--- src/rtl/core/hms_pkg.sv ---
// Shared constants, types and entity tables for the markup stripper.
`timescale 1ns / 1ps

package hms_pkg;

    // Longest entity name, including the leading ampersand; also the prefix buffer depth.
    localparam int ENTITY_MAX_LEN = 6;
    localparam int ENT_COUNT      = 7;
    // Width of a prefix length or replay position (holds 0..ENTITY_MAX_LEN).
    localparam int LEN_W          = $clog2(ENTITY_MAX_LEN + 1);
    // Width of an index into the prefix buffer.
    localparam int IDX_W          = $clog2(ENTITY_MAX_LEN);
    // Columns of the entity name table and the index width into a row.
    localparam int NAME_COLS      = 8;
    localparam int NAME_IDX_W     = $clog2(NAME_COLS);
    // Width of the output length register and the emitted character count.
    localparam int MAX_LEN_W      = 17;
    localparam logic [MAX_LEN_W-1:0] MAX_LEN_RESET = MAX_LEN_W'(4096);

    // Character codes that steer the parser.
    localparam logic [7:0] CH_LT    = 8'h3c;
    localparam logic [7:0] CH_GT    = 8'h3e;
    localparam logic [7:0] CH_AMP   = 8'h26;
    localparam logic [7:0] CH_SPACE = 8'h20;
    localparam logic [7:0] CH_TAB   = 8'h09;
    localparam logic [7:0] CH_CR    = 8'h0d;
    localparam logic [7:0] CH_LF    = 8'h0a;
    localparam logic [7:0] CH_NUL   = 8'h00;

    // Entity names in match priority order, zero padded.
    localparam logic [7:0] ENT_NAME [ENT_COUNT][NAME_COLS] = '{
        '{8'h26, 8'h61, 8'h6d, 8'h70, 8'h3b, 8'h00, 8'h00, 8'h00},  // &amp;
        '{8'h26, 8'h6c, 8'h74, 8'h3b, 8'h00, 8'h00, 8'h00, 8'h00},  // &lt;
        '{8'h26, 8'h67, 8'h74, 8'h3b, 8'h00, 8'h00, 8'h00, 8'h00},  // &gt;
        '{8'h26, 8'h71, 8'h75, 8'h6f, 8'h74, 8'h3b, 8'h00, 8'h00},  // &quot;
        '{8'h26, 8'h61, 8'h70, 8'h6f, 8'h73, 8'h3b, 8'h00, 8'h00},  // &apos;
        '{8'h26, 8'h23, 8'h33, 8'h39, 8'h3b, 8'h00, 8'h00, 8'h00},  // &#39;
        '{8'h26, 8'h6e, 8'h62, 8'h73, 8'h70, 8'h3b, 8'h00, 8'h00}   // &nbsp;
    };
    localparam logic [LEN_W-1:0] ENT_LEN [ENT_COUNT] = '{
        LEN_W'(5), LEN_W'(4), LEN_W'(4), LEN_W'(6), LEN_W'(6), LEN_W'(5), LEN_W'(6)
    };
    localparam logic [7:0] ENT_VAL [ENT_COUNT] = '{
        8'h26, 8'h3c, 8'h3e, 8'h22, 8'h27, 8'h27, 8'h20
    };

    // Parser mode.
    typedef enum logic [1:0] {
        MODE_TEXT,
        MODE_TAG,
        MODE_ENTITY
    } mode_t;

    // Sequencer states.
    typedef enum logic [2:0] {
        S_IDLE,
        S_PARSE,
        S_EMIT,
        S_REPLAY,
        S_FINISH
    } state_t;

    // Commands from the sequencer to the datapath.
    typedef struct packed {
        logic in_ready;     // input request may be taken
        logic load;         // latch the accepted input request
        logic parse;        // apply the parse step for the held byte
        logic emit_en;      // run one emit step
        logic from_prefix;  // emit step takes its character from the prefix buffer
        logic replay_end;   // prefix replay finished, return to text mode
        logic flush;        // close the byte: push held result, clear on end of text
    } cmd_t;

    // Status from the datapath to the sequencer.
    typedef struct packed {
        logic parse_emit;   // parse step leaves a character to emit
        logic parse_replay; // entity prefix failed and must be replayed
        logic emit_done;    // current emit step is complete
        logic replay_done;  // every buffered prefix character has been replayed
        logic in_entity;    // parser is collecting an entity
        logic end_flag;     // held byte is the last one of the text
        logic out_free;     // output register can take a result this cycle
    } status_t;

endpackage

--- src/rtl/core/hms_if.sv ---
// Valid/ready stream interfaces for the input bytes and the output characters.
`timescale 1ns / 1ps

interface hms_in_if;
    logic       valid;
    logic       ready;
    logic [7:0] in_byte;
    logic       end_of_text;

    modport source (output valid, output in_byte, output end_of_text, input ready);
    modport sink (input valid, input in_byte, input end_of_text, output ready);
endinterface

interface hms_out_if;
    logic       valid;
    logic       ready;
    logic [7:0] out_char;
    logic       char_valid;
    logic       last;

    modport source (output valid, output out_char, output char_valid, output last,
                    input ready);
    modport sink (input valid, input out_char, input char_valid, input last,
                  output ready);
endinterface

--- src/rtl/core/hms_ctrl.sv ---
// Sequencer that steps each input byte through parse, emit, replay and finish.
`timescale 1ns / 1ps

module hms_ctrl
    import hms_pkg::*;
(
    input  logic    clk,
    input  logic    rst_n,
    input  logic    in_valid,
    input  status_t status,
    output cmd_t    cmd
);

    state_t state_reg;
    state_t state_next;
    // After a replay: 1 returns to parse the held byte, 0 returns to finish.
    logic   ret_parse_reg;
    logic   ret_parse_next;

    // State register.
    always_ff @(posedge clk or negedge rst_n)
    begin
        if (!rst_n)
        begin
            state_reg     <= S_IDLE;
            ret_parse_reg <= 1'b0;
        end
        else
        begin
            state_reg     <= state_next;
            ret_parse_reg <= ret_parse_next;
        end
    end

    // Next state and commands.
    always_comb
    begin
        state_next     = state_reg;
        ret_parse_next = ret_parse_reg;
        cmd            = '0;
        case (state_reg)
            S_IDLE:
            begin
                cmd.in_ready = 1'b1;
                if (in_valid)
                begin
                    cmd.load   = 1'b1;
                    state_next = S_PARSE;
                end
            end
            S_PARSE:
            begin
                cmd.parse = 1'b1;
                if (status.parse_replay)
                begin
                    ret_parse_next = 1'b1;
                    state_next     = S_REPLAY;
                end
                else if (status.parse_emit)
                begin
                    state_next = S_EMIT;
                end
                else
                begin
                    state_next = S_FINISH;
                end
            end
            S_EMIT:
            begin
                cmd.emit_en = 1'b1;
                if (status.emit_done)
                begin
                    state_next = S_FINISH;
                end
            end
            S_REPLAY:
            begin
                if (status.replay_done)
                begin
                    cmd.replay_end = 1'b1;
                    state_next     = ret_parse_reg ? S_PARSE : S_FINISH;
                end
                else
                begin
                    cmd.emit_en     = 1'b1;
                    cmd.from_prefix = 1'b1;
                end
            end
            S_FINISH:
            begin
                // An entity still open at the end of the text is replayed first.
                if (status.end_flag && status.in_entity)
                begin
                    ret_parse_next = 1'b0;
                    state_next     = S_REPLAY;
                end
                else if (status.out_free)
                begin
                    cmd.flush  = 1'b1;
                    state_next = S_IDLE;
                end
            end
            default:
            begin
                state_next = S_IDLE;
            end
        endcase
    end

endmodule

--- src/rtl/core/hms_datapath.sv ---
// Parser state, entity prefix buffer, emit unit, result hold stage and output register.
`timescale 1ns / 1ps

module hms_datapath
    import hms_pkg::*;
(
    input  logic                 clk,
    input  logic                 rst_n,
    input  cmd_t                 cmd,
    input  logic [7:0]           text_byte,
    input  logic                 text_end,
    input  logic                 cfg_we,
    input  logic [MAX_LEN_W-1:0] cfg_wdata,
    input  logic                 out_ready,
    output status_t              status,
    output logic                 out_valid,
    output logic [7:0]           out_char,
    output logic                 char_valid,
    output logic                 last
);

    // Registers.
    mode_t                mode_reg, mode_next;
    logic                 pending_reg, pending_next;
    logic [MAX_LEN_W-1:0] count_reg, count_next;
    logic                 full_reg, full_next;
    logic [LEN_W-1:0]     len_reg, len_next;
    logic [LEN_W-1:0]     idx_reg, idx_next;
    logic [MAX_LEN_W-1:0] max_len_reg, max_len_next;
    logic [7:0]           byte_reg, byte_next;
    logic                 end_reg, end_next;
    logic [7:0]           src_reg, src_next;
    logic                 hold_valid_reg, hold_valid_next;
    logic [7:0]           hold_char_reg, hold_char_next;
    logic                 out_valid_reg, out_valid_next;
    logic [7:0]           out_char_reg, out_char_next;
    logic                 out_cval_reg, out_cval_next;
    logic                 out_last_reg, out_last_next;
    logic [7:0]           prefix_reg [ENTITY_MAX_LEN];

    // Prefix buffer write port.
    logic                 prefix_we;
    logic [IDX_W-1:0]     prefix_widx;

    // Entity match results.
    logic                 ent_hit;
    logic                 ent_done;
    logic [7:0]           ent_val;

    // Parse decode.
    logic                 is_ws;
    logic                 parse_emit;
    logic                 parse_replay;

    // Emit unit.
    logic [7:0]           emit_src;
    logic                 no_room;
    logic                 out_free;
    logic                 can_push;
    logic                 produce;
    logic [7:0]           prod_char;
    logic                 emit_done;
    logic                 push_ok;

    // Match the held byte against every entity that extends the buffered prefix.
    always_comb
    begin
        logic same;
        ent_hit  = 1'b0;
        ent_done = 1'b0;
        ent_val  = CH_NUL;
        // Walk from the back so the first entity in the table wins.
        for (int k = ENT_COUNT - 1; k >= 0; k--)
        begin
            same = (ENT_LEN[k] > len_reg);
            for (int i = 0; i < ENTITY_MAX_LEN; i++)
            begin
                if ((LEN_W'(i) < len_reg) && (prefix_reg[i] != ENT_NAME[k][i]))
                begin
                    same = 1'b0;
                end
            end
            if (ENT_NAME[k][NAME_IDX_W'(len_reg)] != byte_reg)
            begin
                same = 1'b0;
            end
            if (same)
            begin
                ent_hit  = 1'b1;
                ent_done = (ENT_LEN[k] == len_reg + LEN_W'(1));
                ent_val  = ENT_VAL[k];
            end
        end
        if ((len_reg == '0) || (len_reg >= LEN_W'(ENTITY_MAX_LEN)))
        begin
            ent_hit = 1'b0;
        end
    end

    assign is_ws = byte_reg inside {CH_SPACE, CH_TAB, CH_CR, CH_LF};

    // Decide whether the parse step ends in an emit or a replay.
    always_comb
    begin
        parse_emit   = 1'b0;
        parse_replay = 1'b0;
        case (mode_reg)
            MODE_TAG:
            begin
                parse_emit = 1'b0;
            end
            MODE_ENTITY:
            begin
                if (!ent_hit)
                begin
                    parse_replay = 1'b1;
                end
                else if (ent_done && (ent_val != CH_SPACE))
                begin
                    parse_emit = 1'b1;
                end
            end
            default:
            begin
                parse_emit = !(is_ws || (byte_reg == CH_LT) || (byte_reg == CH_AMP));
            end
        endcase
    end

    // Emit unit: a pending space goes out first, then the character itself.
    assign emit_src = cmd.from_prefix ? prefix_reg[idx_reg[IDX_W-1:0]] : src_reg;
    assign no_room  = ({1'b0, count_reg} + (MAX_LEN_W + 1)'(1)) >= {1'b0, max_len_reg};
    assign out_free = !out_valid_reg || out_ready;
    assign can_push = !hold_valid_reg || out_free;

    always_comb
    begin
        produce   = 1'b0;
        prod_char = emit_src;
        emit_done = 1'b0;
        if (full_reg || no_room)
        begin
            emit_done = 1'b1;
        end
        else if (pending_reg)
        begin
            produce   = 1'b1;
            prod_char = CH_SPACE;
        end
        else
        begin
            produce   = 1'b1;
            emit_done = can_push;
        end
    end

    assign push_ok = cmd.emit_en && produce && can_push;

    // Next values of the datapath registers.
    always_comb
    begin
        mode_next       = mode_reg;
        pending_next    = pending_reg;
        count_next      = count_reg;
        full_next       = full_reg;
        len_next        = len_reg;
        idx_next        = idx_reg;
        max_len_next    = max_len_reg;
        byte_next       = byte_reg;
        end_next        = end_reg;
        src_next        = src_reg;
        hold_valid_next = hold_valid_reg;
        hold_char_next  = hold_char_reg;
        out_valid_next  = out_valid_reg && !out_ready;
        out_char_next   = out_char_reg;
        out_cval_next   = out_cval_reg;
        out_last_next   = out_last_reg;
        prefix_we       = 1'b0;
        prefix_widx     = IDX_W'(len_reg);

        // Latch an accepted input request.
        if (cmd.load)
        begin
            byte_next = text_byte;
            end_next  = text_end;
        end

        // Parse step; a failed entity leaves the state to the replay.
        if (cmd.parse && !parse_replay)
        begin
            case (mode_reg)
                MODE_TAG:
                begin
                    if (byte_reg == CH_GT)
                    begin
                        mode_next = MODE_TEXT;
                    end
                end
                MODE_ENTITY:
                begin
                    if (ent_done)
                    begin
                        len_next  = '0;
                        mode_next = MODE_TEXT;
                        if (ent_val == CH_SPACE)
                        begin
                            pending_next = pending_reg || (count_reg != '0);
                        end
                        else
                        begin
                            src_next = ent_val;
                        end
                    end
                    else
                    begin
                        prefix_we = 1'b1;
                        len_next  = len_reg + LEN_W'(1);
                    end
                end
                default:
                begin
                    if (byte_reg == CH_LT)
                    begin
                        pending_next = pending_reg || (count_reg != '0);
                        mode_next    = MODE_TAG;
                    end
                    else if (byte_reg == CH_AMP)
                    begin
                        prefix_we   = 1'b1;
                        prefix_widx = '0;
                        len_next    = LEN_W'(1);
                        mode_next   = MODE_ENTITY;
                    end
                    else if (is_ws)
                    begin
                        pending_next = pending_reg || (count_reg != '0);
                    end
                    else
                    begin
                        src_next = byte_reg;
                    end
                end
            endcase
        end

        // Emit step: count the character and move it into the hold stage.
        if (cmd.emit_en)
        begin
            if (!full_reg && no_room)
            begin
                full_next = 1'b1;
            end
            if (push_ok)
            begin
                count_next   = count_reg + MAX_LEN_W'(1);
                pending_next = 1'b0;
                if (hold_valid_reg)
                begin
                    out_valid_next = 1'b1;
                    out_char_next  = hold_char_reg;
                    out_cval_next  = 1'b1;
                    out_last_next  = 1'b0;
                end
                hold_valid_next = 1'b1;
                hold_char_next  = prod_char;
            end
            if (emit_done && cmd.from_prefix)
            begin
                idx_next = idx_reg + LEN_W'(1);
            end
        end

        // Replay finished.
        if (cmd.replay_end)
        begin
            len_next  = '0;
            idx_next  = '0;
            mode_next = MODE_TEXT;
        end

        // Close the byte: the held result goes out, marked last at end of text.
        if (cmd.flush)
        begin
            if (hold_valid_reg)
            begin
                out_valid_next  = 1'b1;
                out_char_next   = hold_char_reg;
                out_cval_next   = 1'b1;
                out_last_next   = end_reg;
                hold_valid_next = 1'b0;
            end
            else if (end_reg)
            begin
                out_valid_next = 1'b1;
                out_char_next  = CH_NUL;
                out_cval_next  = 1'b0;
                out_last_next  = 1'b1;
            end
            if (end_reg)
            begin
                mode_next    = MODE_TEXT;
                pending_next = 1'b0;
                count_next   = '0;
                full_next    = 1'b0;
                len_next     = '0;
                idx_next     = '0;
            end
        end

        // Configuration write.
        if (cfg_we)
        begin
            max_len_next = cfg_wdata;
        end
    end

    // Control registers.
    always_ff @(posedge clk or negedge rst_n)
    begin
        if (!rst_n)
        begin
            mode_reg       <= MODE_TEXT;
            pending_reg    <= 1'b0;
            count_reg      <= '0;
            full_reg       <= 1'b0;
            len_reg        <= '0;
            idx_reg        <= '0;
            max_len_reg    <= MAX_LEN_RESET;
            hold_valid_reg <= 1'b0;
            out_valid_reg  <= 1'b0;
        end
        else
        begin
            mode_reg       <= mode_next;
            pending_reg    <= pending_next;
            count_reg      <= count_next;
            full_reg       <= full_next;
            len_reg        <= len_next;
            idx_reg        <= idx_next;
            max_len_reg    <= max_len_next;
            hold_valid_reg <= hold_valid_next;
            out_valid_reg  <= out_valid_next;
        end
    end

    // Payload registers.
    always_ff @(posedge clk)
    begin
        byte_reg      <= byte_next;
        end_reg       <= end_next;
        src_reg       <= src_next;
        hold_char_reg <= hold_char_next;
        out_char_reg  <= out_char_next;
        out_cval_reg  <= out_cval_next;
        out_last_reg  <= out_last_next;
    end

    // Entity prefix buffer.
    always_ff @(posedge clk)
    begin
        if (prefix_we)
        begin
            prefix_reg[prefix_widx] <= byte_reg;
        end
    end

    // Status back to the sequencer.
    assign status.parse_emit   = parse_emit;
    assign status.parse_replay = parse_replay;
    assign status.emit_done    = emit_done;
    assign status.replay_done  = (idx_reg == len_reg);
    assign status.in_entity    = (mode_reg == MODE_ENTITY);
    assign status.end_flag     = end_reg;
    assign status.out_free     = out_free;

    assign out_valid  = out_valid_reg;
    assign out_char   = out_char_reg;
    assign char_valid = out_cval_reg;
    assign last       = out_last_reg;

endmodule

--- src/rtl/core/html_markup_stripper.sv ---
// Top level of the markup stripper: sequencer and datapath joined by command and status.
//
//   Channel     Dir  Handshake         Payload
//   text_in     in   valid / ready     in_byte[7:0], end_of_text
//   text_out    out  valid / ready     out_char[7:0], char_valid, last
//   cfg         in   cfg_we            cfg_wdata[16:0] (max_out_len)
//
// One request is taken at a time. A tag, whitespace or entity-collecting byte passes the
// parse and finish states, a byte that emits a character passes emit as well, and a
// pending space adds an emit step. A failed entity prefix replays each buffered character,
// ends the replay and parses the byte again. A prefix left open at the end of the text
// is likewise replayed before the finish.
// Results pass a one-entry hold stage so the final one of a text can be marked last.
// A stalled output holds the emit unit and the input; reset is asynchronous and clears
// all control state, with max_out_len returning to 4096.
`timescale 1ns / 1ps

module html_markup_stripper
    import hms_pkg::*;
(
    input  logic                 clk,
    input  logic                 rst_n,
    hms_in_if.sink               text_in,
    hms_out_if.source            text_out,
    input  logic                 cfg_we,
    input  logic [MAX_LEN_W-1:0] cfg_wdata
);

    cmd_t    cmd;
    status_t status;

    // Sequencer.
    hms_ctrl u_ctrl (
        .clk      (clk),
        .rst_n    (rst_n),
        .in_valid (text_in.valid),
        .status   (status),
        .cmd      (cmd)
    );

    // Datapath.
    hms_datapath u_datapath (
        .clk        (clk),
        .rst_n      (rst_n),
        .cmd        (cmd),
        .text_byte  (text_in.in_byte),
        .text_end   (text_in.end_of_text),
        .cfg_we     (cfg_we),
        .cfg_wdata  (cfg_wdata),
        .out_ready  (text_out.ready),
        .status     (status),
        .out_valid  (text_out.valid),
        .out_char   (text_out.out_char),
        .char_valid (text_out.char_valid),
        .last       (text_out.last)
    );

    assign text_in.ready = cmd.in_ready;

endmodule

--- src/flat_wrapper.sv ---
// flat-port wrapper written by rule: the top's interface ports become plain ports
module html_markup_stripper_flat import hms_pkg::*;
  (clk, rst_n, cfg_we, cfg_wdata, text_in_valid, text_in_in_byte, text_in_end_of_text, text_in_ready, text_out_valid, text_out_out_char, text_out_char_valid, text_out_last, text_out_ready);
  hms_in_if text_in_i ();
  hms_out_if text_out_i ();
  input  logic clk;
  input  logic rst_n;
  input  logic cfg_we;
  input  logic [MAX_LEN_W-1:0] cfg_wdata;
  input wire logic [$bits(text_in_i.valid)-1:0] text_in_valid;
  input wire logic [$bits(text_in_i.in_byte)-1:0] text_in_in_byte;
  input wire logic [$bits(text_in_i.end_of_text)-1:0] text_in_end_of_text;
  output wire logic [$bits(text_in_i.ready)-1:0] text_in_ready;
  output wire logic [$bits(text_out_i.valid)-1:0] text_out_valid;
  output wire logic [$bits(text_out_i.out_char)-1:0] text_out_out_char;
  output wire logic [$bits(text_out_i.char_valid)-1:0] text_out_char_valid;
  output wire logic [$bits(text_out_i.last)-1:0] text_out_last;
  input wire logic [$bits(text_out_i.ready)-1:0] text_out_ready;
  assign text_in_i.valid = text_in_valid;
  assign text_in_i.in_byte = text_in_in_byte;
  assign text_in_i.end_of_text = text_in_end_of_text;
  assign text_in_ready = text_in_i.ready;
  assign text_out_valid = text_out_i.valid;
  assign text_out_out_char = text_out_i.out_char;
  assign text_out_char_valid = text_out_i.char_valid;
  assign text_out_last = text_out_i.last;
  assign text_out_i.ready = text_out_ready;
  html_markup_stripper u_core (.clk(clk), .rst_n(rst_n), .text_in(text_in_i), .text_out(text_out_i), .cfg_we(cfg_we), .cfg_wdata(cfg_wdata));
endmodule
--- config.mk ---
export PLATFORM = sky130hd
export DESIGN_NAME = html_markup_stripper_flat
export DESIGN_NICKNAME = d
export VERILOG_FILES = /design/src/rtl/core/hms_pkg.sv /design/src/rtl/core/hms_if.sv /design/src/rtl/core/hms_ctrl.sv /design/src/rtl/core/hms_datapath.sv /design/src/rtl/core/html_markup_stripper.sv /design/src/flat_wrapper.sv
export SDC_FILE = /design/constraint.sdc
export NUM_CORES = 1
export LEC_CHECK = 0
export BUFFER_PORTS_ARGS = -buffer_cell sky130_fd_sc_hd__buf_2
export CAP_MARGIN = 20
export CORE_MARGIN = 2
export CORE_UTILIZATION = 56
export DETAILED_ROUTE_END_ITERATION = 16
export PLACE_DENSITY = 0.74
export SYNTH_ARGS = -nofsm -noshare
export SYNTH_HDL_FRONTEND = slang
export SYNTH_SLANG_ARGS = --single-unit
--- constraint.sdc ---
create_clock -name clk -period 5.49 [get_ports clk]
set_input_delay 0 -clock clk [delete_from_list [all_inputs] [get_ports clk]]
set_output_delay 0 -clock clk [all_outputs]
set_load 0.01 [all_outputs]
* After elaboration in Yosys (flattened, before gate mapping) *
Memory sizes are Yosys's and may differ from the RTL's.
Cells that the tools add are included.

word-level totals
  register bits after elaboration = 85
  memory bits (writable) = 48
  memory bits (read-only) = 448
  input bits = 31
  word-level logic and storage cells = 362
  memories = 8

operators by class
  add/subtract/negate cells = 4
  $lt $le $gt $ge = 12
  equality and inequality tests = 60
  mux-type cells = 200
  bitwise gates (word level) = 2
  reduce and logical (&&, ||, !) cells = 58

memories
  name             words  width  rd ports  clocked after Yosys merged registers in  wr ports  line                text
  (no name shown)  8      8      1         0                                        0         hms_datapath.sv:83  if (ENT_NAME[k][NAME_IDX_W'(len_reg)] != byte_reg)
  (no name shown)  8      8      1         0                                        0         hms_datapath.sv:83
  (no name shown)  8      8      1         0                                        0         hms_datapath.sv:83
  (no name shown)  8      8      1         0                                        0         hms_datapath.sv:83
  (no name shown)  8      8      1         0                                        0         hms_datapath.sv:83
  (no name shown)  8      8      1         0                                        0         hms_datapath.sv:83
  +2 memories      n/a    n/a    n/a       n/a                                      n/a       n/a

operators with widths
  kind                     number
  $mux W8                  34
  $ne A8 B7 Y1 const B     16
  $mux W1                  117
  $mux W3                  24
  $mux W17                 4
  $ne A8 B6 Y1 const B     8
  $ne A8 B8 Y1             7
  $eq A8 B6 Y1 const B     5
  $logic_and A1 B1 Y1      33
  $eq A8 B4 Y1 const B     3
  $mux W2                  11
  $add A17 B1 Y18 const B  1
  $ge A18 B17 Y1           1
  $add A17 B1 Y17 const B  1
  $reduce_bool A17 Y1      1
  $pmux W8 S2              1
  $reduce_bool A8 Y1       2
  $pmux W3 S5              1
  $ne A2 B2 Y1 const B     6
  $pmux W1 S2              5
  $eq A3 B3 Y1 const A     3
  $gt A3 B3 Y1 const A     3
  $ne A2 B1 Y1 const B     4
  $logic_or A1 B1 Y1       7
  27 further kinds         38

* Longest topological paths before layout *
Gate-level depths: netlist of the first run.
An unclocked memory read counts as a cell.

  depth in word-level cells = 27
  gate-level depth with buffers = 20
  mapped depth without buffers = 18

* Cells and area by module *
A second synthesis of the first run with hierarchy kept.

unflattened totals
  cell total of the unflattened synthesis = 853
  area, all modules = 8,913.5 sq um

modules (own cells, without submodules)
  module        times used  cells each  area an instance (sq um)
  hms_datapath  1           812         8,573.2
  hms_ctrl      1           41          340.3

* Worst setup path before layout of the first run *
Ideal clock, no wire load.

  path type = register to register
  start = reg u_core.u_datapath.count_reg[0]
  end = reg u_core.u_datapath.count_reg[9]
  arrival time = 4,244 ps
  data required time = 5,357 ps
  setup slack = 1,113 ps
  cell stages (with the launch flop) = 21
  period minus slack after synthesis = 4,377 ps
  path through = dfrtp_1 > ha_1 > and3_1 > and3_1 > and3_1 > and3_1 > and3_1 > and3_1 > xor2_1 > ha_1 > o21a_1 > o21ai_0 > a21oi_1 > nor4_1 > nand2_1 > a211oi_1 > clkbuf_1 > buf_2 > nand2_1 > xor2_1 > nor2_1

on the way
  word-level cells in the longest chain between the ends = 10
  elaborated cells on any way between the ends = 11
  classes of those cells = add/sub: 2; order compare: 1; mux: 5; reduce/logical: 3

ends and longest elaborated chain
  what                                 line                 text
  start, declared                      hms_datapath.sv:25   logic [MAX_LEN_W-1:0] count_reg, count_next;
  start signal, assigned               hms_datapath.sv:336  count_reg <= count_next;
  $add A17 B1 Y18                      hms_datapath.sv:132  assign no_room = ({1'b0, count_reg} + (MAX_LEN_W + 1)'(1)) >= {1'b0, max_len_reg};
  $ge A18 B17 Y1                       hms_datapath.sv:132
  $logic_or A1 B1 Y1                   hms_datapath.sv:141  if (full_reg || no_room)
  $mux W1                              hms_datapath.sv:141
  $logic_and A1 B1 Y1 (2 in series)    hms_datapath.sv:157  assign push_ok = cmd.emit_en && produce && can_push;
  $mux W17 *                           hms_datapath.sv:253  if (push_ok)
  $mux W17 *                           hms_datapath.sv:247  if (cmd.emit_en)
  $mux W17                             hms_datapath.sv:299  if (end_reg)
  $mux W17 *                           hms_datapath.sv:282  if (cmd.flush)
  net u_core.u_datapath.count_next[9]  hms_datapath.sv:25

The timed path passes the listed nets; every way through them passes the cells marked *.
A chain may end at the register's enable or synchronous reset.

* Worst setup path after layout of the first run *
  start = reg u_core.u_datapath.count_reg[0]
  end = reg u_core.u_datapath.out_char_reg[2], in the netlist u_core.u_datapath.out_char[2]

on the way
  word-level cells in the longest chain between the ends = 11

ends and longest elaborated chain
  what                                    line                 text
  $add A17 B1 Y18 *                       hms_datapath.sv:132
  $ge A18 B17 Y1 *                        hms_datapath.sv:132
  $logic_or A1 B1 Y1 *                    hms_datapath.sv:141
  $mux W1 *                               hms_datapath.sv:141
  $logic_and A1 B1 Y1 * (2 in series)     hms_datapath.sv:157
  $mux W8 *                               hms_datapath.sv:253
  $mux W8 *                               hms_datapath.sv:247
  $mux W8                                 hms_datapath.sv:292  else if (end_reg)
  $mux W8                                 hms_datapath.sv:284  if (hold_valid_reg)
  $mux W8 *                               hms_datapath.sv:282
  net u_core.u_datapath.out_char_next[2]  hms_datapath.sv:36   logic [7:0] out_char_reg, out_char_next;
  end signal, assigned                    hms_datapath.sv:353  out_char_reg <= out_char_next;
  end, declared                           hms_datapath.sv:36

Marks and branches as above.

==> impl_metrics.csv, run 1 <==
group,metric,value,unit
outcome,outcome,"complete, no violations",
setup_path,start_kind,"flip-flop",
sta,hold_violations,0,
place,routabilityCongestion,0.996,
detailed_routing,wirelength,21500,um
floorplanning,ios,43,
setup_path,reg2reg_slack,0.58,ns
floorplanning,start_util,56.7,%
clock_network,cts-root-buf,"clkbuf_16",
place,post_dp_cell_area,0.00898,mm^2
clock_network,postCtsSetupBuffers,0,
detailed_routing,post_drt_wl_per_cell,19.7,um
synth,synth_common_cells,"89 x edfxtp_1, 78 x nand2_1, 67 x nor2_1",
layout,antenna_cells,0,
floorplanning,die_area,0.0163,mm^2
synth,synth_most_common_cell,"edfxtp_1",
grt,grt_usage,27.2,%
layout,final_cell_area,0.00987,mm^2
place,dp_hpwl,15100,um
pwr,power_density,360,mW/mm^2
clock_network,clk_path_buf_depth,2,
sta,setup_tns,0,ns
layout,final_layout_size_suffix_gt1_share,14.6,%
setup_path,cp_data_required_time,5.80,ns
grt,gr-total-overflow,0,
synth,synth_area,0.00856,mm^2
grt,grt_max_degree,51,
floorplanning,die_h,128,um
synth,synth-async-reset-ratio,33.6,%
detailed_routing,viasPerCell,6.15,
min_path,hold_path_end,"u_core.u_ctrl.state_reg[0]",
sta,slew_violations,0,
synth,synth_seq_cells,149,
detailed_routing,drtAntennaViolNets,0,
synth,synth_area_leader_cell,"edfxtp_1",
floorplanning,core,0.0151,mm^2
clock_network,htreeDepth,4,
setup_path,crit_arrival,5.22,ns
setup_path,rr_worst_depth,18,
detailed_routing,drc,0,
layout,syn_to_final_growth,15.3,%
setup_path,r2r_end,"u_core.u_datapath.out_char[2]",
setup_path,end_kind,"flip-flop",
synth,yosysTopAreaCellShare,31.2,%
min_path,min_path_type,"in2reg",
clock_network,clock-sinks,149,
synth,yosysUniqueCellTypes,79,
clock_network,cts_buffers,17,
sta,rsz0062_at_grt,"false",
detailed_routing,vias,6715,
grt,antenna_found_initial,0,
synth,synth_warnings,0,
clock_network,cts_resized,0,
min_path,min-delay-start,"text_in_valid",
place,io_buffers,42,
sta,finalCriticalPeriod,4.91,ns
floorplanning,rows,45,
pwr,peakVddDrop,0.000288,V
synth,syn_avg_cell_area,10.5,um^2
sta,tightest_slew,1.02,ns
grt,grt_pass1_vias,6627,
synth,synth-edff-count,89,
grt,grt_pass1_wl,34400,um
clock_network,insertion_delay,0.42,ns
synth,syn-instance-count,814,
setup_path,crit_type,"reg2reg",
synth,ys.flop_type,"edfxtp_1",
sta,hold_slack,0.0265,ns
detailed_routing,first_pass_iters,7,
sta,period_share,89.4,%
clock_network,clk_pin_slew,0.06,ns
clock_network,cts_tree,"built",
layout,nets,953,
detailed_routing,dr.first_iter.drc_count,645,
sta,finClkSkew,0.0115,ns
floorplanning,die_w,128,um
synth,synth.area.top_cells,"edfxtp_1 31%, dfrtp_1 14%, ha_1 4.5%",
sta,timing.fmax,204,MHz
synth,yosysSeqAreaShare,48.2,%
setup_path,reg2reg_from,"u_core.u_datapath.count_reg[0]",
pwr,p_leak,4.00,nW
setup_path,critPathMaxFanout,10,
sta,max_slew_margin,32.2,%
sta,setup_viol,0,
layout,largest_register_ffs,64,
min_path,whs_path_depth,4,
flow_run,maxCapViolCount,0,
-- where the power goes --
part / internal (mW) / total [mW] / switching, mW
Sequential: 1.39 / 1.58 / 0.192
Clock: 0.674 / 1.16 / 0.487
Combinational: 0.339 / 0.812 / 0.473
Total: 2.40 / 3.56 / 1.15
-- stage by stage --
step | setup slack [ns] | cells | utilization [%] | power, mW
2_1_floorplan | 1.11 | 829 | - | 2.09
3_3_place_gp | 0.733 | 1030 | 59.5 | 2.34
3_5_place_dp | 0.604 | 1030 | 59.5 | 2.38
4_1_cts | 0.551 | 1090 | 65.2 | 3.55
5_1_grt | 0.194 | 1092 | 65.4 | 3.72
6_report | 0.582 | 1092 | 65.4 | 3.56
-- kinds of logic after synthesis --
kind of cell | synth area share, %
multiplexers | 5.89
buffers and inverters | 3.83
adder cells (fa/ha/maj) | 4.53
other | 0.0438
flip-flops | 48.2
AND/OR/NAND/NOR | 18.2
XOR/XNOR | 5.73
AO/OA/AOI/OAI | 13.6
-- cell type report --
cell class | instances | area (um^2)
Inverter | 36 | 135
Clock inverter | 14 | 151
Sequential cell | 149 | 4130
Multi-Input combinational cell | 602 | 4180
Clock buffer | 18 | 429
Tap cell | 188 | 235
Timing Repair Buffer | 85 | 616
Fill cell | 1158 | 5220
-- cells in the final DEF (no fill, tap or decap), drive strengths merged, types with 10 or more instances in the layout --
master / n
a211oi: 12
a21oi: 36
a31oi: 12
and3: 14
buf: 57
clkbuf: 18
conb: 16
dfrtp: 49
dfxtp: 10
dlygate4sd3: 28
edfxtp: 89
ha: 31
inv: 39
mux2i: 11
mux4: 17
nand2: 80
nand2b: 17
nand3: 21
nor2: 67
nor2b: 16
nor3: 17
nor4: 16
o21ai: 44
xnor2: 14
xor2: 42
-- metal layers --
layer | part of all wire, % | vias up | track usage (%)
met5 | 0 | - | 0
li1 | - | 3147 | -
met2 | 47 | 252 | 44.1
met4 | 3.8 | 0 | 11.9
met1 | 44 | 3249 | 36.4
met3 | 5.4 | 67 | 4.73
-- worst max path at each step --
stage / from / end / slack (ns)
2_1_floorplan: u_core.u_datapath.count_reg[0] / u_core.u_datapath.count_reg[9] / 1.11
4_1_cts: u_core.u_datapath.count_reg[0] / u_core.u_datapath.count_reg[7] / 0.55
3_5_place_dp: u_core.u_datapath.count_reg[0] / u_core.u_datapath.count_reg[7] / 0.60
5_1_grt: u_core.u_datapath.count_reg[0] / u_core.u_datapath.out_char[6] / 0.19
3_3_place_gp: u_core.u_datapath.count_reg[0] / u_core.u_datapath.count_reg[7] / 0.73
6_report: u_core.u_datapath.count_reg[0] / u_core.u_datapath.out_char[2] / 0.58
-- critical path, cell delays in order (launching register included) --
cell and delay, ns:
dfrtp_1 0.43, ha_1 0.26, and3_1 0.22, and3_1 0.22, and3_1 0.22, and3_1 0.22, and3_1 0.22, and3_1 0.22
xor2_1 0.15, ha_1 0.30, o21a_1 0.17, o21ai_0 0.27, a21oi_1 0.08, nor4_1 0.25, nand2_1 0.25, a211oi_4 0.53
or2_2 0.33, nand2_2 0.16, o221a_2 0.29
-- what timing repair did --
item,4_1_cts,5_1_grt
setup endpoints to repair,0,0
hold buffers,28,0
endpoints found under the hold margin,76,0
(Power assumes the default switching activity.)
==> run 2, diff against run 1 <==
--- a/config.mk
+++ b/config.mk
@@ -8,9 +8,8 @@
 export BUFFER_PORTS_ARGS = -buffer_cell sky130_fd_sc_hd__buf_2
 export CAP_MARGIN = 20
 export CORE_MARGIN = 2
-export CORE_UTILIZATION = 56
+export CORE_UTILIZATION = 46
 export DETAILED_ROUTE_END_ITERATION = 16
-export PLACE_DENSITY = 0.74
 export SYNTH_ARGS = -nofsm -noshare
 export SYNTH_HDL_FRONTEND = slang
 export SYNTH_SLANG_ARGS = --single-unit
==> impl_metrics.csv, run 2 (synthesized netlist as in run 1, its figures left out) <==
group,metric,value,unit
pwr,p_leak,4.01,nW
layout,nets,957,
sta,max_slew_margin,30.1,%
place,dp_hpwl,15700,um
pwr,p_int,2.40,mW
place,io_buffers,42,
detailed_routing,viasPerCell,5.91,
clock_network,postCtsSetupBuffers,0,
layout,mostFrequentLayoutCells,"89 x edfxtp_1, 78 x nand2_1, 67 x nor2_1",
floorplanning,start_util,47.3,%
grt,grt_usage,23.7,%
setup_path,crit_arrival,5.22,ns
sta,setup_viol,0,
detailed_routing,vias,6718,
pwr,sw_frac_of_total,32.4,%
setup_path,critPathMaxFanout,10,
place,routabilityCongestion,0.932,
detailed_routing,first_pass_iters,7,
sta,hold_violations,0,
clock_network,cts_tree,"built",
clock_network,clk_path_buf_depth,2,
clock_network,clock-sinks,149,
pwr,power_density,358,mW/mm^2
setup_path,end_kind,"flip-flop",
floorplanning,die_w,140,um
clock_network,cts-root-buf,"clkbuf_16",
pwr,peakVddDrop,0.000347,V
floorplanning,ios,43,
sta,tightest_slew,1.05,ns
grt,grt_pass1_vias,6586,
layout,final_cell_area,0.00994,mm^2
layout,largest_register_ffs,64,
setup_path,crit_type,"reg2reg",
min_path,min_path_type,"in2reg",
pwr,combPwrFrac,23.0,%
outcome,outcome,"complete, no violations",
detailed_routing,drtAntennaViolNets,0,
pwr,switchingPower,1.15,mW
pwr,p_clk_share,32.9,%
clock_network,cts_buffers,17,
sta,rsz0062_at_grt,"false",
floorplanning,rows,49,
grt,antenna_found_initial,0,
sta,hold_slack,0.0256,ns
layout,fillers,1558,
sta,setup_tns,0,ns
layout,antenna_cells,0,
clock_network,insertion_delay,0.43,ns
setup_path,cp_data_required_time,5.81,ns
floorplanning,die_area,0.0197,mm^2
floorplanning,core,0.0181,mm^2
grt,grt_pass1_wl,35900,um
sta,finalCriticalPeriod,4.89,ns
layout,syn_to_final_growth,16.1,%
sta,slew_violations,0,
clock_network,clk_pin_slew,0.07,ns
setup_path,start_kind,"flip-flop",
layout,multi_input_area,0.00418,mm^2
pwr,pwr-share-seq,44.1,%
clock_network,htreeDepth,4,
sta,finClkSkew,0.0125,ns
detailed_routing,dr.first_iter.drc_count,620,
detailed_routing,drc,0,
grt,grt_max_degree,51,
floorplanning,die_h,140,um
sta,timing.fmax,204,MHz
place,post_dp_cell_area,0.00906,mm^2
layout,mostFrequentLayoutCell,"edfxtp_1",
flow_run,maxCapViolCount,0,
detailed_routing,post_drt_wl_per_cell,19.7,um
detailed_routing,wirelength,22400,um
sta,period_share,89.1,%
grt,gr-total-overflow,0,
layout,final_layout_size_suffix_gt1_share,14.9,%
layout,seq_area,0.00413,mm^2
==> run 2: area by class of cell <==
cell class	count	share of cell area, %
clock buffers	18	4.32
clock inverters	14	1.51
inverters	36	1.36
multi-input cells	602	42.0
flip-flops and latches	149	41.5
well taps	229	2.88
repair buffers	89	6.40
==> run 2: worst paths after layout <==
kind,from,to,slack [ns],cells after the start
max in group asynchronous,rst_n,u_core.u_datapath.count_reg[5],4.83,3
max reg2reg,u_core.u_datapath.count_reg[0],u_core.u_datapath.out_char[5],0.60,18
min reg2reg,u_core.u_datapath.last,u_core.u_datapath.last,0.49,1
min in group asynchronous,rst_n,u_core.u_datapath.max_len_reg[7],0.21,3
max,u_core.u_datapath.count_reg[0],u_core.u_datapath.out_char[5],0.60,18
min,cfg_we,u_core.u_datapath.max_len_reg[8],0.03,3
==> run 2: per-layer routing <==
| metal | vias to the layer above | share of wire [%] | track usage, % |
|---|---|---|---|
| met2 | 250 | 48 | 39.6 |
| met3 | 47 | 5.2 | 4.62 |
| li1 | 3155 | - | - |
| met1 | 3266 | 43 | 30.7 |
| met5 | - | 0 | 0 |
| met4 | 0 | 3.0 | 9.14 |
==> run 2: critical path: stages, from the launching register on <==
cell	delay [ns]
dfrtp_1	0.43
ha_1	0.26
and3_1	0.23
and3_1	0.23
and3_1	0.22
and3_1	0.22
and3_1	0.22
and3_1	0.22
xor2_1	0.16
ha_1	0.30
o21a_1	0.17
o21ai_0	0.28
a21oi_1	0.08
nor4_1	0.24
nand2_1	0.24
a211oi_4	0.52
or2_2	0.32
nand2_2	0.16
o221a_2	0.29
==> run 2: power by group through the flow <==
stage	Combinational (mW)	Clock (mW)	Sequential, mW
after global placement	0.783	0	1.58
after CTS	0.822	1.20	1.57
after global routing	0.920	1.24	1.59
final	0.820	1.17	1.57
after detailed placement	0.801	0	1.59
after floorplan	0.575	0	1.52
==> run 2: timing repair <==
| item | in CTS | in global routing |
|---|---|---|
| endpoints found under the hold margin | 76 | 0 |
| endpoints found under the setup margin | 0 | 0 |
| hold buffers | 29 | 0 |
| resized for setup | 0 | 0 |
==> run 2: through the flow <==
stage	instances	setup slack (ns)	util, %	power [mW]
after floorplan	829	1.11	-	2.09
after CTS	1136	0.578	54.9	3.59
after detailed placement	1075	0.648	50.1	2.39
final	1137	0.596	54.9	3.56
after global routing	1137	0.190	54.9	3.75
after global placement	1075	0.743	50.1	2.36
